**config.mk**
```make
export PLATFORM = sky130hd
export DESIGN_NAME = sbst_ctrl
export DESIGN_NICKNAME = d
export VERILOG_FILES = /design/src/sbst_pkg.sv /design/src/sbst_ctrl.sv
export SDC_FILE = /design/constraint.sdc
export NUM_CORES = 1
export LEC_CHECK = 0
export BUFFER_PORTS_ARGS = -buffer_cell sky130_fd_sc_hd__buf_2
export CAP_MARGIN = 40
export CORE_UTILIZATION = 45
export CTS_BUF_LIST = sky130_fd_sc_hd__clkbuf_4 sky130_fd_sc_hd__clkbuf_8 sky130_fd_sc_hd__clkbuf_16
export CTS_CLUSTER_DIAMETER = 120
export DETAILED_ROUTE_END_ITERATION = 7
export PLACE_DENSITY = 0.67
export SYNTH_ARGS = -nofsm -noshare
export SYNTH_HDL_FRONTEND = slang
export SYNTH_SLANG_ARGS = --single-unit
```
**constraint.sdc**
```tcl
create_clock -name clk -period 2.4 [get_ports clk]
set_clock_uncertainty 0.1 [all_clocks]
set_input_delay 0.36 -clock clk [delete_from_list [all_inputs] [get_ports clk]]
set_output_delay 0.36 -clock clk [all_outputs]
set_load 0.05 [all_outputs]
```
**src/sbst_pkg.sv**
```systemverilog
// Shared types and codes of the second-best spanning tree block.
`default_nettype none
package sbst_pkg;

	// Result status codes
	localparam logic [1:0] ST_OK        = 2'd0;
	localparam logic [1:0] ST_NO_SECOND = 2'd1;
	localparam logic [1:0] ST_DISCONN   = 2'd2;
	localparam logic [1:0] ST_BAD_INPUT = 2'd3;

	// Register index of node_count (taken from paddr[2])
	localparam logic REG_NODE_COUNT = 1'b0;

	// Datapath operations issued by the controller
	typedef enum logic [4:0] {
		OP_NONE,
		OP_LATCH,
		OP_SCAN_RD,
		OP_SCAN_CMP,
		OP_STORE,
		OP_CHECK,
		OP_SORT_RD0,
		OP_SORT_LD,
		OP_SORT_RD,
		OP_SORT_CMP,
		OP_SORT_END,
		OP_UF_INIT,
		OP_UF_RD,
		OP_UF_EDGE,
		OP_FA_RD,
		OP_FA,
		OP_FB_RD,
		OP_FB,
		OP_JOIN,
		OP_UF_DONE,
		OP_ROOT_RD,
		OP_ROOT_EDGE,
		OP_ROOT_NRD,
		OP_ROOT_WR,
		OP_PATH_RD,
		OP_PATH_EDGE,
		OP_PATH_NRD,
		OP_PATH_STEP,
		OP_FINISH,
		OP_EMIT
	} op_t;

	// Datapath status seen by the controller
	typedef struct packed {
		logic skip_new;
		logic last;
		logic idx_last;
		logic node_last;
		logic total_zero;
		logic total_lt2;
		logic cfg_bad;
		logic swapped;
		logic root_a;
		logic root_b;
		logic comps_gt1;
		logic attach;
		logic changed;
		logic in_tree;
		logic meet;
		logic out_busy;
	} stat_t;

endpackage
`default_nettype wire

```
**src/sbst_ctrl.sv**
```systemverilog
// Controller state machine sequencing load, sort, union-find, rooting and path search.
`default_nettype none
module sbst_ctrl (
	input  logic            clk,
	input  logic            arst_n,
	input  logic            in_valid,
	output logic            in_ready,
	input  sbst_pkg::stat_t st,
	output sbst_pkg::op_t   op
);
	import sbst_pkg::*;

	typedef enum logic [28:0] {
		S_IDLE      = 29'b1 << 0,
		S_SCAN_RD   = 29'b1 << 1,
		S_SCAN_CMP  = 29'b1 << 2,
		S_STORE     = 29'b1 << 3,
		S_CHECK     = 29'b1 << 4,
		S_SORT_RD0  = 29'b1 << 5,
		S_SORT_LD   = 29'b1 << 6,
		S_SORT_RD   = 29'b1 << 7,
		S_SORT_CMP  = 29'b1 << 8,
		S_SORT_END  = 29'b1 << 9,
		S_UF_INIT   = 29'b1 << 10,
		S_UF_RD     = 29'b1 << 11,
		S_UF_EDGE   = 29'b1 << 12,
		S_FA_RD     = 29'b1 << 13,
		S_FA        = 29'b1 << 14,
		S_FB_RD     = 29'b1 << 15,
		S_FB        = 29'b1 << 16,
		S_JOIN      = 29'b1 << 17,
		S_UF_DONE   = 29'b1 << 18,
		S_ROOT_RD   = 29'b1 << 19,
		S_ROOT_EDGE = 29'b1 << 20,
		S_ROOT_NRD  = 29'b1 << 21,
		S_ROOT_WR   = 29'b1 << 22,
		S_PATH_RD   = 29'b1 << 23,
		S_PATH_EDGE = 29'b1 << 24,
		S_PATH_NRD  = 29'b1 << 25,
		S_PATH_STEP = 29'b1 << 26,
		S_FINISH    = 29'b1 << 27,
		S_RESULT    = 29'b1 << 28
	} state_t;

	state_t state_q, nxt;

	// Hold the current state
	always_ff @(posedge clk or negedge arst_n) begin
		if (!arst_n) begin
			state_q <= S_IDLE;
		end else begin
			state_q <= nxt;
		end
	end

	// Pick the operation and the next state
	always_comb begin
		nxt      = state_q;
		op       = OP_NONE;
		in_ready = 1'b0;
		case (state_q)
			S_IDLE: begin
				in_ready = 1'b1;
				if (in_valid) begin
					op  = OP_LATCH;
					nxt = st.skip_new ? S_STORE : S_SCAN_RD;
				end
			end
			S_SCAN_RD: begin
				op  = OP_SCAN_RD;
				nxt = S_SCAN_CMP;
			end
			S_SCAN_CMP: begin
				op  = OP_SCAN_CMP;
				nxt = st.idx_last ? S_STORE : S_SCAN_RD;
			end
			S_STORE: begin
				op  = OP_STORE;
				nxt = st.last ? S_CHECK : S_IDLE;
			end
			S_CHECK: begin
				op = OP_CHECK;
				if (st.cfg_bad) nxt = S_RESULT;
				else if (st.total_lt2) nxt = S_UF_INIT;
				else nxt = S_SORT_RD0;
			end
			S_SORT_RD0: begin
				op  = OP_SORT_RD0;
				nxt = S_SORT_LD;
			end
			S_SORT_LD: begin
				op  = OP_SORT_LD;
				nxt = S_SORT_RD;
			end
			S_SORT_RD: begin
				op  = OP_SORT_RD;
				nxt = S_SORT_CMP;
			end
			S_SORT_CMP: begin
				op  = OP_SORT_CMP;
				nxt = st.idx_last ? S_SORT_END : S_SORT_RD;
			end
			S_SORT_END: begin
				op  = OP_SORT_END;
				nxt = st.swapped ? S_SORT_RD0 : S_UF_INIT;
			end
			S_UF_INIT: begin
				op = OP_UF_INIT;
				if (st.node_last) nxt = st.total_zero ? S_UF_DONE : S_UF_RD;
			end
			S_UF_RD: begin
				op  = OP_UF_RD;
				nxt = S_UF_EDGE;
			end
			S_UF_EDGE: begin
				op  = OP_UF_EDGE;
				nxt = S_FA_RD;
			end
			S_FA_RD: begin
				op  = OP_FA_RD;
				nxt = S_FA;
			end
			S_FA: begin
				op  = OP_FA;
				nxt = st.root_a ? S_FB_RD : S_FA_RD;
			end
			S_FB_RD: begin
				op  = OP_FB_RD;
				nxt = S_FB;
			end
			S_FB: begin
				op  = OP_FB;
				nxt = st.root_b ? S_JOIN : S_FB_RD;
			end
			S_JOIN: begin
				op  = OP_JOIN;
				nxt = st.idx_last ? S_UF_DONE : S_UF_RD;
			end
			S_UF_DONE: begin
				op = OP_UF_DONE;
				if (st.comps_gt1) nxt = S_RESULT;
				else if (st.total_zero) nxt = S_FINISH;
				else nxt = S_ROOT_RD;
			end
			S_ROOT_RD: begin
				op  = OP_ROOT_RD;
				nxt = S_ROOT_EDGE;
			end
			S_ROOT_EDGE: begin
				op = OP_ROOT_EDGE;
				if (st.attach) nxt = S_ROOT_NRD;
				else if (st.idx_last && !st.changed) nxt = S_PATH_RD;
				else nxt = S_ROOT_RD;
			end
			S_ROOT_NRD: begin
				op  = OP_ROOT_NRD;
				nxt = S_ROOT_WR;
			end
			S_ROOT_WR: begin
				op  = OP_ROOT_WR;
				nxt = S_ROOT_RD;
			end
			S_PATH_RD: begin
				op  = OP_PATH_RD;
				nxt = S_PATH_EDGE;
			end
			S_PATH_EDGE: begin
				op = OP_PATH_EDGE;
				if (!st.in_tree) nxt = S_PATH_NRD;
				else nxt = st.idx_last ? S_FINISH : S_PATH_RD;
			end
			S_PATH_NRD: begin
				op  = OP_PATH_NRD;
				nxt = S_PATH_STEP;
			end
			S_PATH_STEP: begin
				op = OP_PATH_STEP;
				if (!st.meet) nxt = S_PATH_NRD;
				else nxt = st.idx_last ? S_FINISH : S_PATH_RD;
			end
			S_FINISH: begin
				op  = OP_FINISH;
				nxt = S_RESULT;
			end
			S_RESULT: begin
				if (!st.out_busy) begin
					op  = OP_EMIT;
					nxt = S_IDLE;
				end
			end
			default: begin
				nxt = S_IDLE;
			end
		endcase
	end

endmodule
`default_nettype wire

```
# Word-level counts from Yosys, hierarchy flattened
# Cells that the tools add are included.
# op_classes
reduce_logical	3
n_eq_ne	32
mux	26
# ops
cell	count
$pmux 29 s29	1
$mux 29	5
$pmux 5 s29	1
$mux 28	4
$mux 24	2
$mux 19	2
$eq 29x1->1 const B	1
$eq 29x10->1 const B	1
$eq 29x11->1 const B	1
$eq 29x12->1 const B	1
$eq 29x13->1 const B	1
$eq 29x14->1 const B	1
$eq 29x15->1 const B	1
$eq 29x16->1 const B	1
$eq 29x17->1 const B	1
$eq 29x18->1 const B	1
$eq 29x19->1 const B	1
$eq 29x2->1 const B	1
$eq 29x20->1 const B	1
$eq 29x21->1 const B	1
$eq 29x22->1 const B	1
$eq 29x23->1 const B	1
$eq 29x24->1 const B	1
$eq 29x25->1 const B	1
22 further kinds	28
# word_totals
reg_bits	29

# Longest topological paths before layout
# depth
word_depth	5
depth_mapped	8
mapped_depth_nobuf	6

# Least setup slack after synthesis
# Ideal clock, no wire load.
# synth_path
kind	register -> output
from	reg state_q[17]
to	out op[0]
required_time_ns	1.940
path_buffers	1
setup_slack_ns	-0.638
t_arrival_ns	2.578
path_stages_with_launch	7
cell_sequence	dfrtp_1 > nor4_4 > nand2_1 > clkbuf_1 > nor3_2 > a22oi_1 > nand4_1
# synth_via
elab_chain_len	2
# synth_rtl
item	line_no	rtl
start, declared	sbst_ctrl.sv:45	state_t state_q, nxt;
start signal, assigned	sbst_ctrl.sv:52	state_q <= nxt;
$eq 29x29->1, or another cell as far along	sbst_ctrl.sv:61	case (state_q)
$pmux 5 s29 (*)	sbst_ctrl.sv:61	
end, declared	sbst_ctrl.sv:9	output sbst_pkg::op_t op
# Every way passes the cells marked *; elsewhere a longest branch is shown, timed or not.

# Worst setup path in the final report
# layout_path
from	reg state_q[1]
to	out op[4]
# Same word-level chain as after synthesis.

==> results.py <==
metrics = {
    "timing": {
        "worstMarginPinSlew_ps": 657,
        "hold_viol_final": 12,
        "maxSlewHeadroom_pct": 56.2,
        "setup_viol": 8,
        "finalMaxSlewViolations": 0,
        "fin_ws_ps": -597,
        "period_minus_slack_ps": 3000,
        "rsz0062_at_grt": "yes",
        "final.period_utilization_pct": 125,
        "timing.fmax_ghz": 0.334,
        "timing.hold.ws_ps": -4.17,
    },
    "place": {
        "dpl-instance-area_um2": 2770,
        "dpl_worst_slack_ps": -468,
        "dp.final_hpwl_um": 4960,
        "gp_congestion": 0.944,
        "io_buffers": 24,
    },
    "route": {
        "wl_per_cell_um": 19.2,
        "num_vias": 2411,
        "viasPerCell": 6.20,
        "ant_nets": 0,
        "first_iter_violations": 239,
        "dr.pass1.iters": 7,
        "drc": 0,
        "wl_um": 7450,
    },
    "power_and_ir_drop": {
        "internal_power_mw": 1.33,
        "ir_worst_vdd_mv": 0.392,
        "power_frac_clock_pct": 19.3,
        "p_comb_share_pct": 55.5,
        "total_power_mw": 2.21,
        "p_sw_mw": 0.873,
        "p_sw_share_pct": 39.5,
        "pwr_density_cell_nw_per_um2": 672,
        "power_leakage_nw": 1.58,
        "seqPwrFrac_pct": 25.1,
    },
    "floorplan": {
        "initial_utilization_pct": 47.1,
        "num_rows": 23,
        "die_y_um": 66.7,
        "die_w_um": 66.7,
        "core_area_um2": 4000,
        "dieArea_um2": 4450,
        "pin_count": 25,
    },
    "status": {
        "outcome": "finished, violations left",
        "violations": "hold timing, setup timing",
    },
    "synthesis": {
        "synth_top_cells_by_count": "dfrtp_1 (28), nor2_1 (21), nor3_1 (21), inv_1 (13), nand2_1 (13)",
        "synth_area_um2": 1880,
        "synthArstFlopShare_pct": 100,
        "synth_edf_count": 0,
        "ys_warn_count": 0,
        "synth_seq_cells": 29,
        "synthTopCellsByArea": "dfrtp_1 (37%), nor3_1 (5.6%), nand4b_1 (5.1%)",
        "synth_largest_area_cell": "dfrtp_1",
        "synth.distinct_cells": 51,
        "ys.flop_type": "dfrtp_1",
        "synth_top_area_share_pct": 37.2,
        "avgSynthCellArea_um2": 8.92,
        "seq_area_frac_synth_pct": 38.6,
        "syn_inst": 211,
        "synth.most_common_cell": "dfrtp_1",
        "syn-num-nets": 230,
    },
    "clocking": {
        "clk_path_buf_depth": 2,
        "cts_root_buf": "clkbuf_8",
        "hold_buffers": 0,
        "cts_tree": "yes",
        "clk_latency_ps": 290,
        "htreeDepth": 2,
        "numClockSinks": 29,
        "cts_buffers": 5,
        "clk_pin_slew_worst_paths_ps": 60,
    },
    "finish": {
        "top_regs": "state_q (29)",
        "largest_register_ff_count": 29,
        "diodes": 0,
        "top_register": "state_q",
        "layout.nets": 357,
        "drive_gt1_share_pct": 54.6,
        "fin_util_pct": 82.1,
        "fin_area_um2": 3280,
        "area_delta_synth_final_pct": 74.4,
        "n_fill_cell": 227,
    },
    "critical_path": {
        "cp_max_fo": 5,
        "worstSetupStartpointType": "flop",
        "crit_type": "reg -> out",
        "rr_worst_depth": 8,
        "cpPeakStageDelay_ps": 600,
        "cp.required_ps": 1940,
        "worstPathArrival_ps": 2540,
        "cp-end-kind": "primary output",
        "slowest_stage": "or4_4",
        "path_cells": "nor4_4, nand2b_1, or4_4, nor3b_4, a311oi_4, o2111ai_4, buf_6",
    },
    "worst_hold_path": {
        "min_path_type": "in -> async",
    },
    "grt": {
        "grt_max_degree": 30,
        "antenna_found_initial": 0,
        "grt_usage_pct": 33.4,
        "grt_remaining_overflow": 0,
        "grt_first_pass_wirelength_um": 10400,
        "grt_pass1_vias": 2213,
    },
    "job": {
        "drv_cap": 0,
    },
}
metal layers:
metal / up-vias / GRT usage (%) / routed length, um
li1: 1061 / - / -
met1: 1147 / 37.9 / 2770
met2: 151 / 56.1 / 3700
met3: 52 / 7.71 / 535
met4: 0 / 21.0 / 446
met5: - / 0 / 0
what timing repair did:
item	4_1_cts	5_1_grt
resized for setup	45	21
endpoints found under the setup margin	13	16
buffers inserted	9	7
pin swaps	12	12
cell families after synthesis:
| group | count (synthesis) | share of synthesized area [%] |
|---|---|---|
| and+or+nand+nor | 127 | 42.7 |
| AOI/OAI and AO/OA | 31 | 12.3 |
| buffers and inverters | 19 | 4.05 |
| DFF | 29 | 38.6 |
| xor gates and xnor gates | 5 | 2.33 |
worst paths after layout:
path | start | endpoint | slack [ps]
setup / recovery | state_q[1] | op[4] | -600
hold / removal | arst_n | state_q[12] | -4
setup reg to reg | state_q[9] | state_q[10] | -100
hold reg to reg | state_q[4] | state_q[6] | 520
max in group asynchronous | arst_n | state_q[10] | 1780
min in group clk | st[2] | state_q[25] | 160
per-stage QoR:
step                      hold slack [ps]  setup TNS (ps)  instances
after detailed placement              327           -2520        367
after global placement                321           -1930        367
after floorplan                     -35.6            -864        211
after CTS                            29.6           -2530        383
final                               -4.17           -3030        389
after global routing                 61.9           -3860        389
critical path, delay by kind of cell, from the launching register on:
family | cells | cell delay [ps]
compound gates | 2 | 190
buf+inv | 1 | 180
flops | 1 | 400
simple gates | 4 | 1470
power by group through the flow:
stage / Clock (mW) / Combinational (mW) / Sequential [mW]
floorplan: 0 / 0.508 / 0.560
global placement: 0 / 0.851 / 0.553
detailed placement: 0 / 0.860 / 0.555
CTS: 0.427 / 1.07 / 0.554
global route: 0.453 / 1.27 / 0.557
finish: 0.427 / 1.23 / 0.554
area by class of cell:
class	instances	area (um^2)	share of cell area, %
Multi-Input combinational cell	163	1390	42.2
Timing Repair Buffer	126	968	29.5
Sequential cell	29	727	22.1
Inverter	13	48.8	1.49
Tap cell	50	62.6	1.91
Clock buffer	8	91.3	2.78
layout by cell type (no fill, tap or decap), types with 5 or more instances in the layout:
master,Yosys,routed
nand2b_1,5,5
nor4_4,2,8
nor3_2,1,9
buf_2,1,18
dfrtp_1,28,28
nand2_1,13,11
inv_1,13,13
nand3b_1,6,6
nand4_1,5,5
nand4b_1,11,11
nor2_1,21,17
nor3_1,21,12
buf_4,1,93
buf_6,0,12
clkbuf_8,0,5
nor4_1,10,5
Note: power is estimated with default switching activity, not from simulation.
